File: src/sv/tcp_client_connection_engine_unit_macros.svh
// Assertion macros used by the connection engine top level.
`ifndef TCP_CLIENT_CONNECTION_ENGINE_UNIT_MACROS_SVH
`define TCP_CLIENT_CONNECTION_ENGINE_UNIT_MACROS_SVH
`define TCE_ASSERT_IMP(label, clk, rst, ante, cons, msg) \
   label: assert property (@(posedge clk) disable iff (rst) (ante) |-> (cons)) else $error(msg);
`define TCE_ASSERT_NXT(label, clk, rst, ante, cons, msg) \
   label: assert property (@(posedge clk) disable iff (rst) (ante) |=> (cons)) else $error(msg);
`endif

File: src/sv/tce_pkg.sv
// Package with types, codes and constants of the connection engine.
`default_nettype none
package tce_pkg;
   localparam logic [5:0] F_FIN = 6'h01;
   localparam logic [5:0] F_SYN = 6'h02;
   localparam logic [5:0] F_RST = 6'h04;
   localparam logic [5:0] F_ACK = 6'h10;
   localparam logic [6:0] A_ACKED = 7'h01;
   localparam logic [6:0] A_CONNECTED = 7'h02;
   localparam logic [6:0] A_NEWDATA = 7'h04;
   localparam logic [6:0] A_CLOSE = 7'h08;
   localparam logic [6:0] A_ABORT = 7'h10;
   localparam logic [6:0] A_REXMIT = 7'h20;
   localparam logic [6:0] A_INACTIVE = 7'h40;
   localparam logic [16:0] UNACK_MAX = 17'h1FFFF;
   localparam int CSR_ADDR_W = 5;

   typedef enum logic [1:0] {
      CMD_CONNECT = 2'd0, CMD_TICK = 2'd1, CMD_SEGMENT = 2'd2, CMD_SEND = 2'd3
   } cmd_type;

   typedef enum logic [2:0] {
      M_DISC = 3'd0, M_WAIT = 3'd1, M_CONN = 3'd2, M_LAST = 3'd3, M_TOUT = 3'd4
   } mode_type;

   typedef enum logic [2:0] {
      R_REMOTE_PORT = 3'd0, R_FIRST_LOCAL = 3'd1, R_RTO_INIT = 3'd2,
      R_MAX_RETX = 3'd3, R_MAX_SYN = 3'd4, R_INACT = 3'd5
   } reg_type;

   typedef struct packed {
      logic [15:0] remote_port;
      logic [3:0]  rto_initial;
      logic [3:0]  max_retx;
      logic [3:0]  max_syn_retx;
      logic [15:0] inactivity_ticks;
   } cfg_type;

   typedef struct packed {
      logic [1:0]  cmd;
      logic        ip_match;
      logic [15:0] seg_src_port;
      logic [15:0] seg_dst_port;
      logic [31:0] seg_seq;
      logic [31:0] seg_ack;
      logic [5:0]  seg_flags;
      logic [15:0] length;
      logic [31:0] init_seq;
   } req_type;

   typedef struct packed {
      logic        tx_valid;
      logic [5:0]  tx_flags;
      logic [15:0] tx_src_port;
      logic [15:0] tx_dst_port;
      logic [31:0] tx_seq;
      logic [31:0] tx_ack;
      logic        tx_mss_option;
      logic [15:0] tx_data_len;
      logic [6:0]  app_flags;
      logic [2:0]  conn_state;
      logic        new_data;
   } rsp_type;

   typedef struct packed {
      mode_type    mode;
      logic [15:0] lport;
      logic [31:0] lseq;
      logic [31:0] rseq;
      logic [16:0] unacked;
      logic [7:0]  timer;
      logic [7:0]  timeout;
      logic [7:0]  sa;
      logic [7:0]  sv;
      logic [3:0]  rcount;
      logic [6:0]  flags;
      logic [15:0] idle;
   } st_type;
endpackage
`default_nettype wire

File: src/sv/tce_if.sv
// Valid/ready channel interfaces for request and response beats.
`default_nettype none
interface tce_req_if;
   logic valid;
   logic ready;
   tce_pkg::req_type data;
   modport source (output valid, output data, input ready);
   modport sink (input valid, input data, output ready);
endinterface

interface tce_rsp_if;
   logic valid;
   logic ready;
   tce_pkg::rsp_type data;
   modport source (output valid, output data, input ready);
   modport sink (input valid, input data, output ready);
endinterface
`default_nettype wire

File: src/sv/tce_step.sv
// Combinational next-state and response logic for one event.
`default_nettype none
module tce_step (
   input  tce_pkg::st_type  st_i,
   input  tce_pkg::cfg_type cfg_i,
   input  tce_pkg::req_type req_i,
   output tce_pkg::st_type  st_o,
   output tce_pkg::rsp_type rsp_o
);
   import tce_pkg::*;

   always_comb begin
      st_type s;
      rsp_type r;
      logic [2:0] sh;
      logic [7:0] m;
      logic [7:0] ma;
      logic [17:0] usum;
      logic done;
      logic do_rst;
      s = st_i;
      r = '0;
      done = 1'b0;
      do_rst = 1'b0;
      sh = '0;
      m = '0;
      ma = '0;
      usum = '0;
      unique case (cmd_type'(req_i.cmd))
         CMD_CONNECT: begin
            s.lseq = req_i.init_seq;
            s.rseq = '0;
            s.lport = st_i.lport + 16'd1;
            s.unacked = 17'd1;
            s.timer = {4'd0, cfg_i.rto_initial};
            s.timeout = {4'd0, cfg_i.rto_initial};
            s.sa = '0;
            s.sv = 8'd16;
            s.rcount = '0;
            s.mode = M_WAIT;
            s.idle = '0;
            r.tx_valid = 1'b1;
            r.tx_flags = F_SYN;
            r.tx_mss_option = 1'b1;
            r.tx_seq = s.lseq;
            r.tx_src_port = s.lport;
            r.tx_dst_port = cfg_i.remote_port;
         end
         CMD_SEND: begin
            if (st_i.mode == M_CONN) begin
               r.tx_valid = 1'b1;
               r.tx_flags = F_ACK;
               r.tx_mss_option = 1'b1;
               r.tx_data_len = req_i.length;
               r.tx_src_port = st_i.lport;
               r.tx_dst_port = cfg_i.remote_port;
               r.tx_seq = st_i.lseq;
               r.tx_ack = st_i.rseq;
               if ((st_i.flags & A_REXMIT) == '0) begin
                  usum = {1'b0, st_i.unacked} + {2'b0, req_i.length};
                  s.unacked = usum[17] ? UNACK_MAX : usum[16:0];
                  s.timer = st_i.timeout;
                  s.rcount = '0;
               end
            end
         end
         default: begin
            if (st_i.flags != '0) s.idle = '0;
            s.flags = '0;
            if (req_i.cmd == CMD_TICK && s.idle != 16'hFFFF) s.idle = s.idle + 16'd1;
            if (s.idle >= cfg_i.inactivity_ticks) s.flags = s.flags | A_INACTIVE;
            if (st_i.mode == M_TOUT) begin
               s.mode = M_DISC;
            end else if (st_i.mode != M_DISC) begin
               logic rc;
               logic [5:0] fl;
               fl = req_i.seg_flags;
               rc = 1'b0;
               if (req_i.cmd == CMD_TICK) begin
                  if (s.unacked != '0) s.timer = s.timer - 8'd1;
                  rc = 1'b1;
               end else if (!req_i.ip_match || req_i.seg_src_port != cfg_i.remote_port) begin
                  rc = 1'b1;
               end else if (req_i.seg_dst_port != s.lport) begin
                  if ((fl & F_SYN) != '0) rc = 1'b1;
                  else do_rst = 1'b1;
               end else if ((fl & F_RST) != '0) begin
                  s.mode = M_DISC;
                  s.flags = A_ABORT;
               end else if (!(s.mode == M_WAIT && (fl & (F_SYN | F_ACK)) != '0) &&
                            (req_i.length != '0 || (fl & F_FIN) != '0) &&
                            req_i.seg_seq != s.rseq) begin
                  r.tx_valid = 1'b1;
                  r.tx_flags = F_ACK;
               end else begin
                  if ((fl & F_ACK) != '0 && s.unacked != '0 &&
                      req_i.seg_ack == s.lseq + {15'd0, s.unacked}) begin
                     s.lseq = s.lseq + {15'd0, s.unacked};
                     if (s.rcount == '0) begin
                        m = s.timeout - s.timer;
                        m = m - {3'd0, s.sa[7:3]};
                        s.sa = s.sa + m;
                        ma = m[7] ? 8'd0 - m : m;
                        ma = ma - {2'd0, s.sv[7:2]};
                        s.sv = s.sv + ma;
                        s.timeout = {3'd0, s.sa[7:3]} + s.sv;
                     end
                     s.timer = s.timeout;
                     s.unacked = '0;
                     s.flags = A_ACKED;
                  end
                  unique case (s.mode)
                     M_WAIT: begin
                        if ((s.flags & A_ACKED) != '0 && (fl & (F_SYN | F_ACK)) != '0) begin
                           s.mode = M_CONN;
                           s.rseq = req_i.seg_seq + 32'd1;
                           s.flags = A_CONNECTED;
                           r.tx_valid = 1'b1;
                           r.tx_flags = F_ACK;
                        end else begin
                           s.flags = A_ABORT;
                           s.mode = M_DISC;
                           do_rst = 1'b1;
                        end
                     end
                     M_CONN: begin
                        if ((fl & F_FIN) != '0) begin
                           if (s.unacked != '0) rc = 1'b1;
                           else begin
                              s.rseq = s.rseq + {16'd0, req_i.length} + 32'd1;
                              s.flags = s.flags | A_CLOSE;
                              if (req_i.length != '0) s.flags = s.flags | A_NEWDATA;
                              s.unacked = 17'd1;
                              s.mode = M_LAST;
                              s.rcount = '0;
                              r.tx_valid = 1'b1;
                              r.tx_flags = F_FIN | F_ACK;
                           end
                        end else if (req_i.length != '0) begin
                           s.flags = s.flags | A_NEWDATA;
                           s.rseq = s.rseq + {16'd0, req_i.length};
                           r.tx_valid = 1'b1;
                           r.tx_flags = F_ACK;
                        end else rc = 1'b1;
                     end
                     M_LAST: begin
                        if ((s.flags & A_ACKED) != '0) begin
                           s.mode = M_DISC;
                           s.flags = A_CLOSE;
                        end else rc = 1'b1;
                     end
                     default: begin
                        r.tx_valid = 1'b1;
                        r.tx_flags = F_ACK;
                     end
                  endcase
               end
               if (rc && s.unacked != '0 && s.timer == '0) begin
                  sh = (s.rcount > 4'd4) ? 3'd4 : s.rcount[2:0];
                  s.timer = 8'({4'd0, cfg_i.rto_initial} << sh);
                  if (s.rcount == cfg_i.max_retx ||
                      (s.mode == M_WAIT && s.rcount == cfg_i.max_syn_retx)) begin
                     s.mode = M_TOUT;
                     r.tx_valid = 1'b1;
                     r.tx_flags = F_RST | F_ACK;
                  end else begin
                     s.rcount = s.rcount + 4'd1;
                     if (s.mode == M_WAIT) begin
                        r.tx_valid = 1'b1;
                        r.tx_flags = F_SYN;
                        r.tx_mss_option = 1'b1;
                     end else if (s.mode == M_CONN) s.flags = s.flags | A_REXMIT;
                     else if (s.mode == M_LAST) begin
                        r.tx_valid = 1'b1;
                        r.tx_flags = F_FIN | F_ACK;
                     end
                  end
               end
               if (r.tx_valid) begin
                  r.tx_src_port = s.lport;
                  r.tx_dst_port = cfg_i.remote_port;
                  r.tx_seq = s.lseq;
                  r.tx_ack = s.rseq;
               end
               if (do_rst) begin
                  if ((fl & F_RST) == '0) begin
                     r.tx_valid = 1'b1;
                     r.tx_flags = F_RST | F_ACK;
                     r.tx_src_port = req_i.seg_dst_port;
                     r.tx_dst_port = cfg_i.remote_port;
                     r.tx_seq = req_i.seg_ack;
                     r.tx_ack = req_i.seg_seq + 32'd1;
                     r.tx_mss_option = 1'b0;
                  end
               end
            end
            r.new_data = (s.flags & A_NEWDATA) != '0;
            done = 1'b1;
         end
      endcase
      r.app_flags = s.flags;
      r.conn_state = s.mode;
      st_o = s;
      rsp_o = r;
      if (done) rsp_o.app_flags = s.flags;
   end
endmodule
`default_nettype wire

File: src/sv/tcp_client_connection_engine_unit.sv
// Top level of the TCP client connection engine.
// One request beat is one event: connect, tick, received segment header or
// application send. Every request beat gives exactly one response beat with
// the header to transmit (tx_valid marks it), the application flags and the
// connection state after the event.
// A request accepted at a clock edge is shown on the response channel from the
// next cycle. One event is taken per cycle unless the receiver stalls;
// the whole state update is one pass of combinational logic between the
// connection state registers and the response register.
// If the receiver stalls, the one response register holds its beat and
// req_ready stays low until it is taken, so no beat is lost.
// Reset loads the register defaults, resets the connection state and leaves
// the response channel empty. Registers are written through the csr_ port, at byte address
// 4 times the register index; the user must write only while no event is pending (not enforced).
`default_nettype none
module tcp_client_connection_engine_unit (
   input  wire logic clock,
   input  wire logic reset,
   tce_req_if.sink   req,
   tce_rsp_if.source rsp,
   input  wire logic                            csr_psel,
   input  wire logic                            csr_penable,
   input  wire logic                            csr_pwrite,
   input  wire logic [tce_pkg::CSR_ADDR_W-1:0] csr_paddr,
   input  wire logic [31:0]                     csr_pwdata,
   output logic [31:0]                          csr_prdata,
   output logic                                 csr_pready
);
   import tce_pkg::*;

   st_type  st_ff, st_in;
   cfg_type cfg_ff;
   logic [15:0] first_ff;
   rsp_type rsp_ff, rsp_in;
   logic valid_ff;
   logic take;
   logic wr;
   reg_type ridx;

   assign ridx = reg_type'(csr_paddr[4:2]);
   assign csr_pready = 1'b1;
   assign wr = csr_psel && csr_penable && csr_pwrite;
   assign req.ready = !valid_ff || rsp.ready;
   assign take = req.valid && req.ready;
   assign rsp.valid = valid_ff;
   assign rsp.data = rsp_ff;

   tce_step u_step (.st_i(st_ff), .cfg_i(cfg_ff), .req_i(req.data),
                    .st_o(st_in), .rsp_o(rsp_in));

   always_comb begin
      csr_prdata = '0;
      if (csr_paddr[1:0] == 2'd0) begin
         unique case (ridx)
            R_REMOTE_PORT: csr_prdata = {16'd0, cfg_ff.remote_port};
            R_FIRST_LOCAL: csr_prdata = {16'd0, first_ff};
            R_RTO_INIT:    csr_prdata = {28'd0, cfg_ff.rto_initial};
            R_MAX_RETX:    csr_prdata = {28'd0, cfg_ff.max_retx};
            R_MAX_SYN:     csr_prdata = {28'd0, cfg_ff.max_syn_retx};
            R_INACT:       csr_prdata = {16'd0, cfg_ff.inactivity_ticks};
            default:       csr_prdata = '0;
         endcase
      end
   end

   always_ff @(posedge clock) begin
      if (reset) begin
         cfg_ff.remote_port <= '0;
         first_ff <= 16'd49152;
         cfg_ff.rto_initial <= 4'd3;
         cfg_ff.max_retx <= 4'd8;
         cfg_ff.max_syn_retx <= 4'd5;
         cfg_ff.inactivity_ticks <= 16'd1200;
         st_ff <= '{mode: M_DISC, lport: 16'd49152, sv: 8'd16, default: '0};
         valid_ff <= 1'b0;
      end else begin
         if (take) begin
            st_ff <= st_in;
            rsp_ff <= rsp_in;
            valid_ff <= 1'b1;
         end else if (rsp.ready) begin
            valid_ff <= 1'b0;
         end
         if (wr && csr_paddr[1:0] == 2'd0) begin
            unique case (ridx)
               R_REMOTE_PORT: cfg_ff.remote_port <= csr_pwdata[15:0];
               R_FIRST_LOCAL: begin
                  first_ff <= csr_pwdata[15:0];
                  st_ff.lport <= csr_pwdata[15:0];
               end
               R_RTO_INIT:    cfg_ff.rto_initial <= csr_pwdata[3:0];
               R_MAX_RETX:    cfg_ff.max_retx <= csr_pwdata[3:0];
               R_MAX_SYN:     cfg_ff.max_syn_retx <= csr_pwdata[3:0];
               R_INACT:       cfg_ff.inactivity_ticks <= csr_pwdata[15:0];
               default: ;
            endcase
         end
      end
   end

`include "tcp_client_connection_engine_unit_macros.svh"
   `TCE_ASSERT_NXT(a_take_valid, clock, reset, take, valid_ff, "accepted beat gave no response")
   `TCE_ASSERT_NXT(a_hold, clock, reset, valid_ff && !rsp.ready, $stable(rsp_ff), "stalled beat changed")
   `TCE_ASSERT_IMP(a_txz, clock, reset, valid_ff && !rsp_ff.tx_valid, rsp_ff.tx_flags == '0, "idle header not zero")
   `TCE_ASSERT_NXT(a_conn, clock, reset, take && req.data.cmd == CMD_CONNECT, st_ff.mode == M_WAIT, "connect did not open")
endmodule
`default_nettype wire

File: src/flat_wrapper.sv
// flat-port wrapper written by rule: the top's interface ports become plain ports
module tcp_client_connection_engine_unit_flat import tce_pkg::*;
  (clock, reset, csr_psel, csr_penable, csr_pwrite, csr_paddr, csr_pwdata, csr_prdata, csr_pready, req_valid, req_data, req_ready, rsp_valid, rsp_data, rsp_ready);
  tce_req_if req_i ();
  tce_rsp_if rsp_i ();
  input  wire logic clock;
  input  wire logic reset;
  input  wire logic csr_psel;
  input  wire logic csr_penable;
  input  wire logic csr_pwrite;
  input  wire logic [tce_pkg::CSR_ADDR_W-1:0] csr_paddr;
  input  wire logic [31:0] csr_pwdata;
  output logic [31:0] csr_prdata;
  output logic csr_pready;
  input wire logic [$bits(req_i.valid)-1:0] req_valid;
  input wire logic [$bits(req_i.data)-1:0] req_data;
  output wire logic [$bits(req_i.ready)-1:0] req_ready;
  output wire logic [$bits(rsp_i.valid)-1:0] rsp_valid;
  output wire logic [$bits(rsp_i.data)-1:0] rsp_data;
  input wire logic [$bits(rsp_i.ready)-1:0] rsp_ready;
  assign req_i.valid = req_valid;
  assign req_i.data = req_data;
  assign req_ready = req_i.ready;
  assign rsp_valid = rsp_i.valid;
  assign rsp_data = rsp_i.data;
  assign rsp_i.ready = rsp_ready;
  tcp_client_connection_engine_unit u_core (.clock(clock), .reset(reset), .req(req_i), .rsp(rsp_i), .csr_psel(csr_psel), .csr_penable(csr_penable), .csr_pwrite(csr_pwrite), .csr_paddr(csr_paddr), .csr_pwdata(csr_pwdata), .csr_prdata(csr_prdata), .csr_pready(csr_pready));
endmodule
File: config.mk
export PLATFORM = sky130hd
export DESIGN_NAME = tcp_client_connection_engine_unit_flat
export DESIGN_NICKNAME = d
export VERILOG_FILES = /design/src/sv/tce_pkg.sv /design/src/sv/tce_if.sv /design/src/sv/tce_step.sv /design/src/sv/tcp_client_connection_engine_unit.sv /design/src/flat_wrapper.sv
export VERILOG_INCLUDE_DIRS = /design/src /design/src/sv
export SDC_FILE = /design/constraint.sdc
export NUM_CORES = 1
export LEC_CHECK = 0
export BUFFER_PORTS_ARGS = -buffer_cell sky130_fd_sc_hd__buf_2
export CORE_MARGIN = 2
export CORE_UTILIZATION = 40
export CTS_BUF_LIST = sky130_fd_sc_hd__clkbuf_4
export CTS_CLUSTER_SIZE = 30
export DETAILED_ROUTE_END_ITERATION = 6
export GPL_ROUTABILITY_DRIVEN = 1
export HOLD_SLACK_MARGIN = 0.1
export PLACE_DENSITY = 0.61
export SLEW_MARGIN = 20
export SYNTH_ARGS = -nofsm -noshare
export SYNTH_HDL_FRONTEND = slang
export SYNTH_SLANG_ARGS = --single-unit
File: constraint.sdc
create_clock -name clock -period 11.95 [get_ports clock]
set_clock_uncertainty 0.05 [all_clocks]
set_input_delay 0.5975 -clock clock [delete_from_list [all_inputs] [get_ports clock]]
set_output_delay 0.5975 -clock clock [all_outputs]
set_load 0.02 [all_outputs]
==> metrics.yaml, run 1 <==
fmax_mhz: 120
crit_start: "u_core.st_ff[53]"
vias_per_cell: 5.93
vias: 28800
fp.dieW_um: 266
status: "finished, violations left"
fin_tns_setup_ps: 0
post-route-util_pct: 47.6
root_buffer: "clkbuf_4"
crit_required_ps: 12500
slew_violations: 0
grt_util_all_layers_pct: 28.9
peakVddDrop_uv: 68.2
synthCells: 3484
ant_nets: 0
avgSynthCellArea_um2: 7.90
max-clock-path-buffers: 3
yosysMostFrequentCell: "nand2_1"
crit_arrival_ps: 8870
drt_iter0_drc: 2817
p_leak_nw: 12.4
synth_edf_count: 129
r2r_setup_slack_ps: 3620
holdWs_ps: 188
relSlewSlack_pct: 17.3
setup_viol: 0
cp-endpoint: "u_core.rsp.data[62]"
chipHeight_um: 266
tightest_slew_ps: 1240
htree_levels: 3
tritoncts: "yes"
dp_hpwl_um: 76500
drtPass1Iterations: 7
core.rowCount: 96
synth-seq-cells: 349
core_um2: 68300
reg2reg_depth: 27
synth_top_area_share_pct: 16.0
routed_wl_um: 106000
final_layout_size_suffix_gt1_share_pct: 15.5
numCtsBuffers: 101
r2r_end: "u_core.rsp.data[62]"
syn_area_um2: 27500
drc: 10
finalCriticalPeriod_ps: 8330
crit_type: "reg -> reg"
io_pins: 363
place_congestion: 0.953
powerDensity_nw_per_um2: 104
final_hold_viol_count: 0
antenna_found_initial: 5
cts.clk_slew.worst_paths_ps: 70
synth_commonest_cells: "400 x nand2_1, 322 x nor2_1, 290 x a21oi_1"
synth_area_leaders: "dfxtp_1 16%, edfxtp_1 14%, nand2_1 5.5%"
grt_overflow: 0
critPathMaxFanout: 47
wire_per_inst_um: 21.9
yosysWarnings: 0
rsz0062_at_grt: "false"
yosysTopAreaCell: "dfxtp_1"
synth_seq_area_share_pct: 30.1
grt_pass1_wl_um: 160000
grt_max_degree: 93
violations: "design-rule violations"
hold_class: "in -> reg"
ys_types: 111
clock-sinks: 349
r2r_start: "u_core.st_ff[53]"
start_util_pct: 40.3
clkLatencyLatePin_ps: 970
cap_viol_max_count: 0
async_flop_share_pct: 0
layout.nets: 4197
syn2layout_area_growth_pct: 18.3
timing.final.crit_share_pct: 69.7
grt_pass1_vias: 27200
crit_path_start_kind: "register"
die_area_um2: 70900
synth_ff_type: "dfxtp_1"
port_buffers: 325
end_kind: "register"
==> worst max-delay path, cell delays in order, from the launching register on <==
cell,delay (ps)
dfxtp_1,380
inv_1,120
fa_1,440
ha_1,380
a21oi_1,140
a21boi_0,270
o21ai_0,160
xnor2_1,630
o21ai_0,250
fa_1,550
inv_1,60
fa_1,400
nor2b_1,110
o21ai_0,100
a21boi_0,340
nor2_1,140
ha_1,340
a21oi_1,200
nand3b_1,150
xnor2_1,170
mux2i_1,200
and3_1,270
o2bb2ai_1,240
nor4_4,90
and3b_1,300
o21ai_4,560
buf_4,610
o21ai_0,230
==> repair_timing <==
action,in CTS,in global routing
gates resized for setup,0,0
buffers inserted,0,0
hold endpoints to repair,179,0
hold buffers,141,0
==> layer usage <==
| layer | vias to the layer above | wire length, µm | GRT usage [%] |
|---|---|---|---|
| met5 | - | 25 | 0 |
| met3 | 227 | 8550 | 4.83 |
| met1 | 13700 | 45800 | 38.8 |
| met4 | 4 | 3250 | 10.6 |
| met2 | 1279 | 48600 | 46.7 |
| li1 | 13500 | - | - |
==> cells by family after synthesis <==
group / Yosys count / synth area share [%]
AOI/OAI and AO/OA: 1067 / 25.4
xor gates and xnor gates: 264 / 8.59
adders and majority gates: 125 / 6.12
buffers and inverters: 363 / 5.39
DFF: 349 / 30.1
muxes: 59 / 2.26
other: 2 / 0.0273
and+or+nand+nor: 1255 / 22.2
==> state kept, by name (all words and copies together) (netlist names) <==
register and count:
u_core.rsp.data 129, u_core.st_ff 159, u_core.cfg_ff 44, u_core.rsp.valid 1, u_core.first_ff 16
==> how the worst min path moves through the flow <==
| stage | endpoint | from | depth (start not counted) | slack (ps) |
|---|---|---|---|---|
| 6_report | u_core.st_ff[43] | req_data[151] | 4 | 190 |
| 5_1_grt | u_core.rsp.data[13] | req_data[34] | 2 | 180 |
| 4_1_cts | u_core.rsp.data[38] | req_data[96] | 4 | 110 |
| 3_5_place_dp | u_core.first_ff[2] | u_core.first_ff[2] | 2 | 400 |
| 3_3_place_gp | u_core.st_ff[42] | u_core.st_ff[42] | 2 | 390 |
| 2_1_floorplan | u_core.st_ff[27] | u_core.st_ff[27] | 2 | 380 |
==> layout make-up <==
type	instances	area, µm²
antenna	2	5.00
clock buffer	150	1130
clock inverter	41	292
fill	6775	35800
inverter	132	495
multi-input combinational	2789	17900
sequential	349	8280
tap	882	1100
timing repair buffer	502	3310
==> placed cells by master, fill, tap and decap left out, drive strengths merged, types with 72 or more instances in the layout <==
cell type	instances
nand2	401
buf	361
nor2	322
a21oi	291
o21ai	256
dfxtp	220
xnor2	163
clkbuf	150
dlygate4sd3	141
inv	134
edfxtp	129
ha	109
nand3	101
xor2	98
a22oi	72
==> power by group <==
part | total, mW | internal [mW] | switching [mW]
logic | 0.834 | 0.311 | 0.523
registers | 1.28 | 1.26 | 0.0218
clock network | 1.26 | 0.637 | 0.624
total | 3.38 | 2.21 | 1.17
==> metrics by stage <==
| step | cell area (µm²) | power, mW | worst slack, ps | cells |
|---|---|---|---|---|
| floorplan | 27600 | 1.84 | 4730 | 3501 |
| global placement | 29700 | 2.09 | 3850 | 4513 |
| detailed placement | 29700 | 2.09 | 3780 | 4513 |
| CTS | 32600 | 3.40 | 3730 | 4845 |
| global route | 32600 | 3.55 | 3010 | 4847 |
| finish | 32600 | 3.38 | 3620 | 4847 |
Note: power is estimated with default switching activity, not from simulation.
==> run 2, diff against run 1 <==
clock period = 7.7 ns   (was 11.95 ns; I/O delays follow)
==> run 2 against run 1 <==
The run now ends clean; cell count rose by 2.0%; global-route usage barely moved; cell area is 3.0% higher; clock-buffer cell count is 9 higher; total power up 54%; via count rose by 2.4%; sequential share of layout area fell by 0.73 points; critical path depth decreased by 1; flip-flop and latch count unchanged; die area unchanged; non-clock buffer count rose by 97; largest cell class unchanged; highest routed layer unchanged.
==> metrics.yaml, run 2 (synthesis gave the netlist of run 1 again) <==
clock-sinks: 349  # unchanged
syn2layout_area_growth_pct: 21.8
crit_slowest_cell: "fa_1"
grt_pass1_vias: 27700  # +1.8%
fmax_mhz: 140  # +17%
rsz0062_at_grt: "false"
drt_iter0_drc: 3164  # +12%
whs_path_depth: 7  # +3
swShare_pct: 34.1  # -0.54 points
finalCriticalPeriod_ps: 7140  # -1190 ps
crit_type: "reg -> reg"
crit_path_max_incr_delay_ps: 450  # -180 ps
path_buf_inv: 2  # -1
crit_arrival_ps: 7770  # -1100 ps
intPower_mw: 3.43  # +55%
dp_hpwl_um: 76500  # about the same
antenna_found_initial: 6  # +1
cp_top_family: "compound AO/OA/AOI/OAI gates"
timing.final.crit_share_pct: 92.7  # +23 points
post-route-util_pct: 49.0  # +1.4 points
vias: 29500  # +2.4%
hold_class: "in -> reg"
port_buffers: 325  # unchanged
grt_max_degree: 86  # -7.5%
place_congestion: 0.968  # +1.6%
path_common_cell: "o21ai_0"
hold_end: "u_core.st_ff[90]"
relSlewSlack_pct: 23.4  # +6.1 points
largest_reg_flops: 159  # unchanged
clkLatencyLatePin_ps: 950  # -20 ps
holdWs_ps: 186  # -1.55 ps
power_frac_comb_pct: 24.8  # about the same
layout.nets: 4294  # +2.3%
largest_register: "u_core.st_ff"
p_leak_nw: 12.9  # +3.8%
fin_tns_setup_ps: 0  # unchanged
root_buffer: "clkbuf_4"
crit_required_ps: 8340  # -4160 ps
grt_util_all_layers_pct: 29.0  # +0.040 points
peakVddDrop_uv: 113  # +65%
drc: 0  # -10
core_um2: 68300  # unchanged
drtPass1Iterations: 6  # -1
end_kind: "register"
powerDensity_nw_per_um2: 155  # +49%
r2r_setup_slack_ps: 560  # -3060 ps
power_mw: 5.20  # +54%
vias_per_cell: 5.96  # +0.38%
htree_levels: 3  # unchanged
cap_viol_max_count: 0  # unchanged
slew_violations: 0  # unchanged
start_util_pct: 40.3  # unchanged
hold_path.startpoint: "req_data[100]"
reg2reg_depth: 26  # -3.7%
status: "complete, no violations"
io_pins: 363  # unchanged
critPathMaxFanout: 7  # -85%
p_seq_share_pct: 38.3  # +0.4 points
cts.clk_slew.worst_paths_ps: 70  # about the same
final_common_cell: "nand2_1"
chipHeight_um: 266  # unchanged
routed_wl_um: 107000  # +0.32%
final_layout_size_suffix_gt1_share_pct: 15.5  # -0.027 points
tightest_slew_ps: 1150  # -90.8 ps
clkPwrFrac_pct: 36.9  # -0.5 points
max-clock-path-buffers: 3  # unchanged
wire_per_inst_um: 21.6  # -1.7%
grt_overflow: 0  # unchanged
crit_path_start_kind: "register"
fp.dieW_um: 266  # unchanged
core.rowCount: 96  # unchanged
r2r_end: "u_core.rsp.data[37]"
tritoncts: "yes"
ant_nets: 0  # unchanged
grt_pass1_wl_um: 161000  # +0.40%
numCtsBuffers: 101  # unchanged
p_sw_mw: 1.77  # +51%
die_area_um2: 70900  # unchanged
setup_viol: 0  # unchanged
final_hold_viol_count: 0  # unchanged
r2r_start: "u_core.st_ff[53]"
layout_common_cells: "400 x nand2_1, 324 x buf_2, 316 x nor2_1, 289 x a21oi_1, 242 x o21ai_0"
==> run 2: worst register-to-register path: stages, from the launching register on <==
cell      delay (ps)
dfxtp_1          400
inv_1            120
fa_1             450
ha_1             350
a21oi_1          270
a21boi_0         160
o21ai_0          260
xnor2_1          200
nor2b_1          200
xnor2_1          150
fa_1             440
ha_1             330
nor2b_1          150
o21ai_0          230
a21boi_0         180
nor2_1           210
ha_1             280
a21oi_1          190
xor2_1           250
o21ai_0          120
a311oi_1         290
a211oi_1         130
nor4_4           450
and3b_2          340
o21ai_4          140
buf_12           190
o21ai_0          350
==> run 2: power by group through the flow <==
stage                     logic [mW]  clock network (mW)  registers (mW)
after global placement          1.18                   0            2.03
final                           1.29                1.92            1.99
after global routing            1.42                2.06            1.99
after CTS                       1.27                1.96            1.99
after detailed placement        1.18                   0            2.03
after floorplan                0.798                   0            2.06
==> run 2: what timing repair did <==
item | 4_1_cts | 5_1_grt
buffers inserted | 0 | 1
endpoints found under the hold margin | 273 | 0
endpoints found under the setup margin | 0 | 28
hold buffers | 227 | 0
gates resized for setup | 0 | 1
==> run 2: cell type report <==
class | instances | area (µm²)
tap | 882 | 1100
sequential | 349 | 8280
fill | 6690 | 34800
clock buffer | 159 | 1190
inverter | 132 | 495
multi-input combinational | 2789 | 17900
antenna | 4 | 10.0
clock inverter | 32 | 206
timing repair buffer | 599 | 4300
==> run 2: worst max-delay path by stage <==
| stage | startpoint | cells after the start | endpoint |
|---|---|---|---|
| final | u_core.st_ff[53] | 26 | u_core.rsp.data[37] |
| after global routing | u_core.st_ff[53] | 26 | u_core.rsp.data[37] |
| after CTS | u_core.st_ff[53] | 26 | u_core.rsp.data[77] |
| after detailed placement | u_core.st_ff[53] | 26 | u_core.rsp.data[77] |
| after global placement | u_core.st_ff[53] | 26 | u_core.rsp.data[80] |
| after floorplan | rsp_ready | 4 | u_core.rsp.data[0] |
==> run 2: metal layers <==
layer / global-route usage (%) / wire length [µm] / up-vias
li1: - / - / 13700
met1: 38.4 / 45400 / 14100
met2: 46.7 / 48600 / 1356
met3: 5.02 / 8670 / 254
met4: 11.6 / 3840 / 8
met5: 0 / 51 / -
==> run 2: metrics by stage <==
step                std cells  setup slack [ps]  instance area [µm²]
floorplan                3501               691                27600
global placement         4523               615                29800
detailed placement       4523               587                29800
CTS                      4941               523                33500
global route             4946              54.0                33500
finish                   4946               562                33500
